$ cat config.mk
export PLATFORM = sky130hd
export DESIGN_NAME = u8_s8_saturating_dot_product
export DESIGN_NICKNAME = d
export VERILOG_FILES = /design/src/rtl/u8s8dp_pkg.sv /design/src/rtl/u8_s8_saturating_dot_product.sv /design/src/rtl/u8s8dp_lane.sv /design/src/rtl/u8s8dp_merge.sv
export SDC_FILE = /design/constraint.sdc
export NUM_CORES = 2
export LEC_CHECK = 0
export ABC_AREA = 1
export BUFFER_PORTS_ARGS = -buffer_cell sky130_fd_sc_hd__buf_2
export CORE_AREA = 4 4 361 363
export CTS_CLUSTER_SIZE = 10
export DETAILED_ROUTE_END_ITERATION = 8
export DIE_AREA = 0 0 365 367
export GPL_TIMING_DRIVEN = 0
export PLACE_DENSITY = 0.61
export SLEW_MARGIN = 20
export SYNTH_ARGS = -nofsm -noshare
export SYNTH_HDL_FRONTEND = slang
export SYNTH_SLANG_ARGS = --single-unit
$ cat constraint.sdc
create_clock -name clk -period 16.85 [get_ports clk]
set_clock_uncertainty 0.05 [all_clocks]
set_input_delay 0.8425 -clock clk [delete_from_list [all_inputs] [get_ports clk]]
set_output_delay 0.8425 -clock clk [all_outputs]
set_load 0.02 [all_outputs]
$ cat src/rtl/u8s8dp_pkg.sv
`default_nettype none

package u8s8dp_pkg;

  // byte lanes carried by one beat
  localparam int BYTE_W        = 8;
  localparam int CARRIED_LANES = 16;
  localparam int HALF_LANES    = 8;

  // pair product and sum widths
  localparam int PAIR_W     = 16;
  localparam int PAIR_SUM_W = 17;
  localparam int CHUNK_W    = 19;
  localparam int SUM_W      = 32;

  localparam logic signed [PAIR_W-1:0] PAIR_MAX = 16'sh7fff;
  localparam logic signed [PAIR_W-1:0] PAIR_MIN = 16'sh8000;

  // handshake between pipeline control and the merge stage
  typedef struct packed {
    logic s2_load;
    logic s2_take;
    logic s2_last;
  } u8s8dp_ctl_t;

  // clamp a pair sum to the signed 16-bit range
  function automatic logic signed [PAIR_W-1:0] sat_pair(
    input logic signed [PAIR_SUM_W-1:0] v
  );
    logic signed [PAIR_W-1:0] res;
    if (v > PAIR_SUM_W'(PAIR_MAX)) begin
      res = PAIR_MAX;
    end else if (v < PAIR_SUM_W'(PAIR_MIN)) begin
      res = PAIR_MIN;
    end else begin
      res = v[PAIR_W-1:0];
    end
    return res;
  endfunction

endpackage

`default_nettype wire

$ cat src/rtl/u8_s8_saturating_dot_product.sv
// channel   | ports                                            | direction
// ----------+--------------------------------------------------+----------
// input     | in_valid, in_stall, in_act_low/high, in_wgt_low/high, in_last_chunk | in
// result    | out_valid, out_stall, out_dot_sum                | out
//
// one beat accepted per cycle while in_stall is low; a closing beat passes both stages before out_valid rises
// three register stages: clamped pair sums, beat sum, accumulator/result register
// rst_n is synchronous; it empties the pipe and clears the accumulator
// while a result is held by out_stall, beats keep flowing until a closing beat waits
// in stage two; stage one then takes at most one more beat and in_stall rises
`default_nettype none

module u8_s8_saturating_dot_product
  import u8s8dp_pkg::*;
#(
  parameter int LANES = 16
) (
  input  wire logic               clk,
  input  wire logic               rst_n,
  input  wire logic               in_valid,
  output logic                    in_stall,
  input  wire logic [63:0]        in_act_low,
  input  wire logic [63:0]        in_act_high,
  input  wire logic [63:0]        in_wgt_low,
  input  wire logic [63:0]        in_wgt_high,
  input  wire logic               in_last_chunk,
  output logic                    out_valid,
  input  wire logic               out_stall,
  output logic signed [SUM_W-1:0] out_dot_sum
);

  // lanes past the carried bytes read as zero, so only these are built
  localparam int EFF   = (LANES < CARRIED_LANES) ? LANES : CARRIED_LANES;
  localparam int PAIRS = (EFF + 1) / 2;

  logic [BYTE_W-1:0]        act_b [CARRIED_LANES];
  logic [BYTE_W-1:0]        wgt_b [CARRIED_LANES];
  logic signed [PAIR_W-1:0] pair_sum [PAIRS];

  logic s1_v_r, s1_v_nxt, s1_last_r;
  logic s2_v_r, s2_v_nxt, s2_last_r;
  logic out_v_r, out_v_nxt;
  logic out_free, s2_take, s2_open, s1_open, in_acc;
  u8s8dp_ctl_t ctl;

  // byte unpacking
  for (genvar i = 0; i < CARRIED_LANES; i++) begin : g_bytes
    if (i < HALF_LANES) begin : g_lo
      assign act_b[i] = in_act_low[BYTE_W*i +: BYTE_W];
      assign wgt_b[i] = in_wgt_low[BYTE_W*i +: BYTE_W];
    end else begin : g_hi
      assign act_b[i] = in_act_high[BYTE_W*(i-HALF_LANES) +: BYTE_W];
      assign wgt_b[i] = in_wgt_high[BYTE_W*(i-HALF_LANES) +: BYTE_W];
    end
  end

  // pipeline control
  assign out_free = !out_v_r || !out_stall;
  assign s2_take  = s2_v_r && (!s2_last_r || out_free);
  assign s2_open  = !s2_v_r || s2_take;
  assign s1_open  = !s1_v_r || s2_open;
  assign in_stall = !s1_open;
  assign in_acc   = in_valid && s1_open;

  always_comb begin
    s1_v_nxt = s1_open ? in_valid : s1_v_r;
    s2_v_nxt = s2_open ? s1_v_r : s2_v_r;
    out_v_nxt = out_v_r;
    if (s2_take && s2_last_r) begin
      out_v_nxt = 1'b1;
    end else if (!out_stall) begin
      out_v_nxt = 1'b0;
    end
  end

  always_ff @(posedge clk) begin
    if (!rst_n) begin
      s1_v_r  <= 1'b0;
      s2_v_r  <= 1'b0;
      out_v_r <= 1'b0;
    end else begin
      s1_v_r  <= s1_v_nxt;
      s2_v_r  <= s2_v_nxt;
      out_v_r <= out_v_nxt;
    end
  end

  // beat markers travel with the data
  always_ff @(posedge clk) begin
    if (in_acc) begin
      s1_last_r <= in_last_chunk;
    end
    if (s1_v_r && s2_open) begin
      s2_last_r <= s1_last_r;
    end
  end

  assign ctl.s2_load = s1_v_r && s2_open;
  assign ctl.s2_take = s2_take;
  assign ctl.s2_last = s2_last_r;

  // pair lanes; a lone last lane gets a zero partner
  for (genvar p = 0; p < PAIRS; p++) begin : g_pair
    logic [BYTE_W-1:0] act1;
    logic [BYTE_W-1:0] wgt1;
    if (2*p + 1 < EFF) begin : g_full
      assign act1 = act_b[2*p+1];
      assign wgt1 = wgt_b[2*p+1];
    end else begin : g_lone
      assign act1 = '0;
      assign wgt1 = '0;
    end

    u8s8dp_lane u_lane (
      .clk        (clk),
      .en         (in_acc),
      .act0       (act_b[2*p]),
      .act1       (act1),
      .wgt0       (wgt_b[2*p]),
      .wgt1       (wgt1),
      .pair_sum_r (pair_sum[p])
    );
  end

  u8s8dp_merge #(
    .PAIRS (PAIRS)
  ) u_merge (
    .clk         (clk),
    .rst_n       (rst_n),
    .ctl         (ctl),
    .pair_sum    (pair_sum),
    .out_dot_sum (out_dot_sum)
  );

  assign out_valid = out_v_r;

endmodule

`default_nettype wire

$ cat src/rtl/u8s8dp_lane.sv
`default_nettype none

module u8s8dp_lane
  import u8s8dp_pkg::*;
(
  input  wire logic                     clk,
  input  wire logic                     en,
  input  wire logic [BYTE_W-1:0]        act0,
  input  wire logic [BYTE_W-1:0]        act1,
  input  wire logic [BYTE_W-1:0]        wgt0,
  input  wire logic [BYTE_W-1:0]        wgt1,
  output logic signed [PAIR_W-1:0]      pair_sum_r
);

  logic signed [PAIR_SUM_W-1:0] p0_full;
  logic signed [PAIR_SUM_W-1:0] p1_full;
  logic signed [PAIR_W-1:0]     p0;
  logic signed [PAIR_W-1:0]     p1;
  logic signed [PAIR_SUM_W-1:0] raw_sum;
  logic signed [PAIR_W-1:0]     pair_sum_nxt;

  // unsigned activation times signed weight, fits 16 bits signed
  assign p0_full = $signed({1'b0, act0}) * $signed(wgt0);
  assign p1_full = $signed({1'b0, act1}) * $signed(wgt1);
  assign p0      = p0_full[PAIR_W-1:0];
  assign p1      = p1_full[PAIR_W-1:0];

  // pair add then clamp
  assign raw_sum      = {p0[PAIR_W-1], p0} + {p1[PAIR_W-1], p1};
  assign pair_sum_nxt = sat_pair(raw_sum);

  always_ff @(posedge clk) begin
    if (en) begin
      pair_sum_r <= pair_sum_nxt;
    end
  end

endmodule

`default_nettype wire

$ cat src/rtl/u8s8dp_merge.sv
`default_nettype none

module u8s8dp_merge
  import u8s8dp_pkg::*;
#(
  parameter int PAIRS = 8
) (
  input  wire logic                     clk,
  input  wire logic                     rst_n,
  input  wire u8s8dp_ctl_t              ctl,
  input  wire logic signed [PAIR_W-1:0] pair_sum [PAIRS],
  output logic signed [SUM_W-1:0]       out_dot_sum
);

  logic signed [CHUNK_W-1:0] chunk_nxt;
  logic signed [CHUNK_W-1:0] chunk_r;
  logic signed [SUM_W-1:0]   acc_r;
  logic signed [SUM_W-1:0]   acc_nxt;
  logic signed [SUM_W-1:0]   acc_sum;
  logic signed [SUM_W-1:0]   out_sum_r;

  // add up the saturated pair sums of one beat
  always_comb begin
    chunk_nxt = '0;
    for (int i = 0; i < PAIRS; i++) begin
      chunk_nxt = chunk_nxt + CHUNK_W'(pair_sum[i]);
    end
  end

  always_ff @(posedge clk) begin
    if (ctl.s2_load) begin
      chunk_r <= chunk_nxt;
    end
  end

  // wrapping accumulate, cleared after the closing beat
  assign acc_sum = acc_r + SUM_W'(chunk_r);

  always_comb begin
    acc_nxt = acc_r;
    if (ctl.s2_take) begin
      acc_nxt = ctl.s2_last ? '0 : acc_sum;
    end
  end

  always_ff @(posedge clk) begin
    if (!rst_n) begin
      acc_r <= '0;
    end else begin
      acc_r <= acc_nxt;
    end
  end

  // result register
  always_ff @(posedge clk) begin
    if (ctl.s2_take && ctl.s2_last) begin
      out_sum_r <= acc_sum;
    end
  end

  assign out_dot_sum = out_sum_r;

endmodule

`default_nettype wire

======== After elaboration in Yosys (flattened, before gate mapping) ========
Index checks and enable logic that the tools add are counted.
storage, ports and cells
  register bits ........................... 216
  output and inout port bits .............. 34
  input port bits ......................... 261
  word-level logic and storage cells ...... 90
cells by class
  equal/unequal tests ..................... 1
  reductions and logical operators ........ 14
  mux-type cells .......................... 11
  add/subtract/negate cells ............... 16
  magnitude comparators ................... 16
  multipliers ............................. 16
operator list
  cell                    count
  $mul A9 B8 Y16          16
  $add A16 B16 Y17        9
  $gt A17 B16 Y1 const B  8
  $lt A17 B16 Y1 const B  8
  $mux W16                8
  $add A19 B16 Y19        5
  $add A32 B19 Y32        1
  $mux W32                1
  $add A17 B16 Y18        1
  $logic_not A1 Y1        6
  $logic_and A1 B1 Y1     4
  $logic_or A1 B1 Y1      4
  $mux W1                 2
  $ne A2 B1 Y1 const B    1

======== Depth between registers and ports, before layout ========
  depth in word-level cells ............... 7
  gate-level depth with buffers ........... 35
  gate-level depth less buffers ........... 33

======== By module ========
A second synthesis with hierarchy kept.
unflattened totals
  cell total of the unflattened synthesis .. 8257
  area, all modules ....................... 58305.9 sq um
modules (own cells, without submodules)
  module                               seq. area each (sq um)  cells each  area an instance (sq um)  instances
  u8s8dp_lane at g_pair[0].u_lane ...  480.5                   897         6198.4                    5
  u8s8dp_merge                         2172.1                  1101        8562.0                    1
  u8s8dp_lane at g_pair[6].u_lane      480.5                   885         6224.7                    1
  u8s8dp_lane at g_pair[7].u_lane      480.5                   880         6172.2                    1
  u8s8dp_lane at g_pair[5].u_lane      480.5                   884         6150.9                    1
  u8_s8_saturating_dot_product         120.1                   22          203.9                     1

======== Least setup slack after synthesis ========
No wires, ideal clock.
  kind .................................... input port to flip-flop
  start point ............................. in out_stall
  end point ............................... reg g_pair[0].u_lane.pair_sum_r[0], enable pin
  cell stages on the path ................. 7
  library setup time ...................... 0.619 ns
  data arrival time ....................... 6.616 ns
  data required time ...................... 16.181 ns
  slack ................................... 9.565 ns
  buffers on the path ..................... 0
  cell sequence ........................... nand2_1 > inv_1 > nand2_1 > nor2_1 > inv_1 > nor2_1 > nor2_1
between the ends
  cells in the longest elaborated chain, start to end .. 7
RTL lines
  element                  RTL line                            RTL
  from (decl)              u8_s8_saturating_dot_product.sv:28  input wire logic out_stall,
  $logic_not A1 Y1         -
  $logic_or A1 B1 Y1       u8_s8_saturating_dot_product.sv:58  assign out_free = !out_v_r || !out_stall;
  $logic_or A1 B1 Y1       u8_s8_saturating_dot_product.sv:59  assign s2_take = s2_v_r && (!s2_last_r || out_free);
  $logic_and A1 B1 Y1      u8_s8_saturating_dot_product.sv:59
  $logic_or A1 B1 Y1       u8_s8_saturating_dot_product.sv:60  assign s2_open = !s2_v_r || s2_take;
  $logic_or A1 B1 Y1       u8_s8_saturating_dot_product.sv:61  assign s1_open = !s1_v_r || s2_open;
  $logic_and A1 B1 Y1      u8_s8_saturating_dot_product.sv:63  assign in_acc = in_valid && s1_open;
  net g_pair[0].u_lane.en  u8s8dp_lane.sv:7                    input wire logic en,
  to (signal assigned)     u8s8dp_lane.sv:34                   pair_sum_r <= pair_sum_nxt;
  to (decl)                u8s8dp_lane.sv:12                   output logic signed [PAIR_W-1:0] pair_sum_r
The timed path passes the listed nets, and every way through them passes these cells.
A chain may end at the register's enable or synchronous reset.

======== Worst setup path in the final report ========
  start point ............................. in in_wgt_low[31]
  end point ............................... reg g_pair[1].u_lane.pair_sum_r[5], data pin
between the ends
  cells in the longest elaborated chain, start to end .. 4
  elaborated cells on any way between the ends .. 5
  classes of those cells .................. add/sub: 1; mul: 1; order compare: 2; mux: 1
RTL lines
  element               RTL line                            RTL
  from (decl)           u8_s8_saturating_dot_product.sv:24  input wire logic [63:0] in_wgt_low,
  $mul A9 B8 Y16 (*)    u8s8dp_lane.sv:24                   assign p1_full = $signed({1'b0, act1}) * $signed(wgt1);
  $add A16 B16 Y17 (*)  u8s8dp_lane.sv:29                   assign raw_sum = {p0[PAIR_W-1], p0} + {p1[PAIR_W-1], p1};
  $lt A17 B16 Y1        u8s8dp_pkg.sv:33                    end else if (v < PAIR_SUM_W'(PAIR_MIN)) begin
  $mux W16              u8s8dp_pkg.sv:33
  to (signal assigned)  u8s8dp_lane.sv:34
  to (decl)             u8s8dp_lane.sv:12
Mark *: on every way between the ends. The rest lies on a longest branch, timed or not.

==> reports/results.tsv <==
stage	metric	value	unit
status	status	finished clean	
routing	via count of the routed design	45900	
min_path	number of cells on the worst hold path	0	
finish	share of layout cells above drive strength 1	0.0336	
routing	DRC marker count from the first detailed-route iteration	2139	
timing	Sum Neg Setup Slack	0	ns
synthesis	Yosys warning count	0	
clock_network	post-CTS repair timing setup buffer count	0	
timing	count of final max-slew check failures	0	
routing	number of nets with antenna violations after detailed routing	0	
min_path	beginning of the worst hold path	s1_last_r	
synthesis	Seq cells post-synth	216	
finish	# fillers	12900	
clock_network	clock latency on the worst-skew pair	0.57	ns
routing	Avg WL per Cell	13.5	µm
critical_path	Reg2Reg Setup Slack	11.09	ns
finish	nets	9770	
clock_network	CTS tree	built	
critical_path	startpoint type of the worst setup path	primary input	
critical_path	cell repeated most along the worst path	nand2_1	
min_path	path category of the worst min-delay check	register to register	
timing	# setup viols final	0	
synthesis	Netlist Area Pre-Place	0.0570	mm²
synthesis	count of mapped cells out of synthesis	7902	
synthesis	count of different cell masters after synthesis	44	
placed_design	Placer Congestion	0.907	
job	max-cap violations	0	
global_route	GRT Util Overall	0.198	
critical_path	startpoint of the most critical register-to-register path	g_pair[0].u_lane.pair_sum_r[1]	
die	Initial Utilization	0.449	
clock_network	hold-fix buffer count after cts	0	
critical_path	critical path's largest stage delay	0.56	ns
critical_path	worst endpoint required time	17.11	ns
clock_network	CTS H-Tree Depth	1	
finish	most common cell after layout, fill and taps aside	inv_1	
clock_network	number of buffers between clock root and the deepest sink	3	
critical_path	CP max FO	10	
timing	Period minus WS final	6.48	ns
die	floorplan die area	0.134	mm²
die	vertical die dimension	367	µm
synthesis	Synth Area per Inst	7.21	µm²
synthesis	post-synthesis net count	9682	
die	placeable core region	0.127	mm²
finish	leading cell types in the layout, fill and taps excluded	2194 x inv_1, 2035 x nand2_1, 832 x ha_1, 687 x fa_1, 352 x a21oi_1	
critical_path	Register-to-Register Path Depth	26	
clock_network	number of clock sinks seen by CTS	216	
timing	worst relative slew slack	0.492	
timing	RSZ-0062 raised after global routing	false	
finish	synth-to-layout area growth	5.80	%
die	number of placement rows	131	
routing	Total Routed Length	130000	µm
die	number of I/O pins	295	
routing	post-route DRC violation count	0	
routing	Detailed Routing Iterations Pass 1	6	
die	Die X	365	µm
min_path	Worst Hold End	s2_last_r	
critical_path	type of destination of the critical path	register	
clock_network	number of instances resized during post-cts repair	0	
clock_network	TritonCTS buffer count	26	
synthesis	sequential share of the synthesized area	0.108	
timing	transition time at the pin with the least slew margin	0.761	ns
global_route	grt total ovfl	0	
global_route	maximum number of pins on one net before global-route repair	34	
clock_network	clock-pin slew reported for the worst setup and hold paths after clock tree synthesis	0.05	ns
critical_path	Reg-to-Reg End	u_merge.chunk_r[14]	
placed_design	Port Buf Inserts	54	
finish	Layout Utilization	0.475	
critical_path	classification of the worst setup path	primary input to register	
timing	final critical-path share of the clock period	0.385	
global_route	number of global-route vias before repair	46600	
timing	Hold Violations, Final	0	
clock_network	Clock Tree Root	clkbuf_16	
critical_path	critical path's slowest cell	fa_1	
global_route	first-pass GRT wire length	224000	µm
placed_design	half-perimeter wire length of the detailed placement result	115000	µm
global_route	number of antenna violations at the first check in global routing	4	
routing	via count normalized by instance count	4.74	
critical_path	Arr. time, crit path	6.75	ns
timing	achievable frequency	154	MHz
==> sequential cells by signal, summed over array words and instances (netlist names), 19 cells and up <==
name,cells
g_pair.u_lane.pair_sum_r,128
u_merge.out_dot_sum,32
u_merge.chunk_r,19
u_merge.acc_r,32
==> synth_stat cells, drive strengths merged <==
library cell  number  area [µm²]
a22oi              1        7.51
or2               43         269
dfxtp             35         701
o21ai             80         400
inv             2214        8310
a211oi             3        22.5
nor2             335        1260
nor3              49         265
o21bai            33         251
a31oi              3        18.8
o21a              16         120
a31o               2        17.5
a21o              15         113
a21oi            356        1800
nand3b            13        97.6
nand2           2095        8060
o211ai             5        37.5
buf               17         151
ha               832       10400
fa               687       13800
xnor2            113         990
edfxtp           181        5440
nand3            243        1300
xor2             193        1690
clkinv            17        63.8
and2              17         106
nand4             43         328
clkbuf           249         935
a21boi             1        7.51
o2111ai           11        96.3
==> final cells by class <==
type                    instances  area [µm²]  area share
clock inverters                 2        60.1    0.000996
inverters                    2231        8370       0.139
diodes                          3        7.51    0.000124
clock buffers                  46         746      0.0124
flip-flops and latches        216        6140       0.102
multi-input cells            5189       41400       0.687
repair buffers                 60         404     0.00670
plain buffers                 266        1090      0.0180
well taps                    1662        2080      0.0345
==> stage by stage <==
stage	instance area (µm²)	std cells	hold WS, ns	worst slack, ns
after CTS	60300	9672	0.371	10.37
after global routing	60300	9675	0.370	9.98
after floorplan	57000	7902	0.350	9.57
after detailed placement	59500	9624	0.357	9.76
final	60300	9675	0.369	10.37
after global placement	59400	9618	0.363	6.94
==> worst max-delay path by stage <==
stage	from	to	slack (ns)	cells past startpoint
5_1_grt	in_wgt_low[7]	g_pair[0].u_lane.pair_sum_r[11]	9.98	32
3_3_place_gp	out_stall	g_pair[3].u_lane.pair_sum_r[9]	6.94	8
2_1_floorplan	out_stall	g_pair[0].u_lane.pair_sum_r[0]	9.57	7
4_1_cts	in_wgt_low[31]	g_pair[1].u_lane.pair_sum_r[5]	10.37	32
3_5_place_dp	in_wgt_low[31]	g_pair[1].u_lane.pair_sum_r[5]	9.76	32
6_report	in_wgt_low[31]	g_pair[1].u_lane.pair_sum_r[5]	10.37	32
==> per-layer routing <==
layer  global-route usage  vias up  routed length [µm]
li1                     -    23500                   -
met1                0.275    21600               60900
met2                0.345      659               63000
met3               0.0137      121                4130
met4               0.0326        2                2270
met5                    0        -                  13
==> critical path, delay by kind of cell <==
family,cells,cell delay (ns)
AOI/OAI and AO/OA,5,0.77
adders and majority gates,6,2.87
buffers and inverters,8,0.82
and+or+nand+nor,13,1.40
==> logic make-up after synthesis <==
group,share of synthesized area
adder cells (fa/ha/maj),0.424
XOR/XNOR,0.0470
buffers and inverters,0.166
AND/OR/NAND/NOR,0.205
AO/OA/AOI/OAI,0.0507
flip-flops,0.108
Power is left out: the tool's default activity adds up to more than one toggle a clock period on the data nets, which glitch-free logic cannot reach.
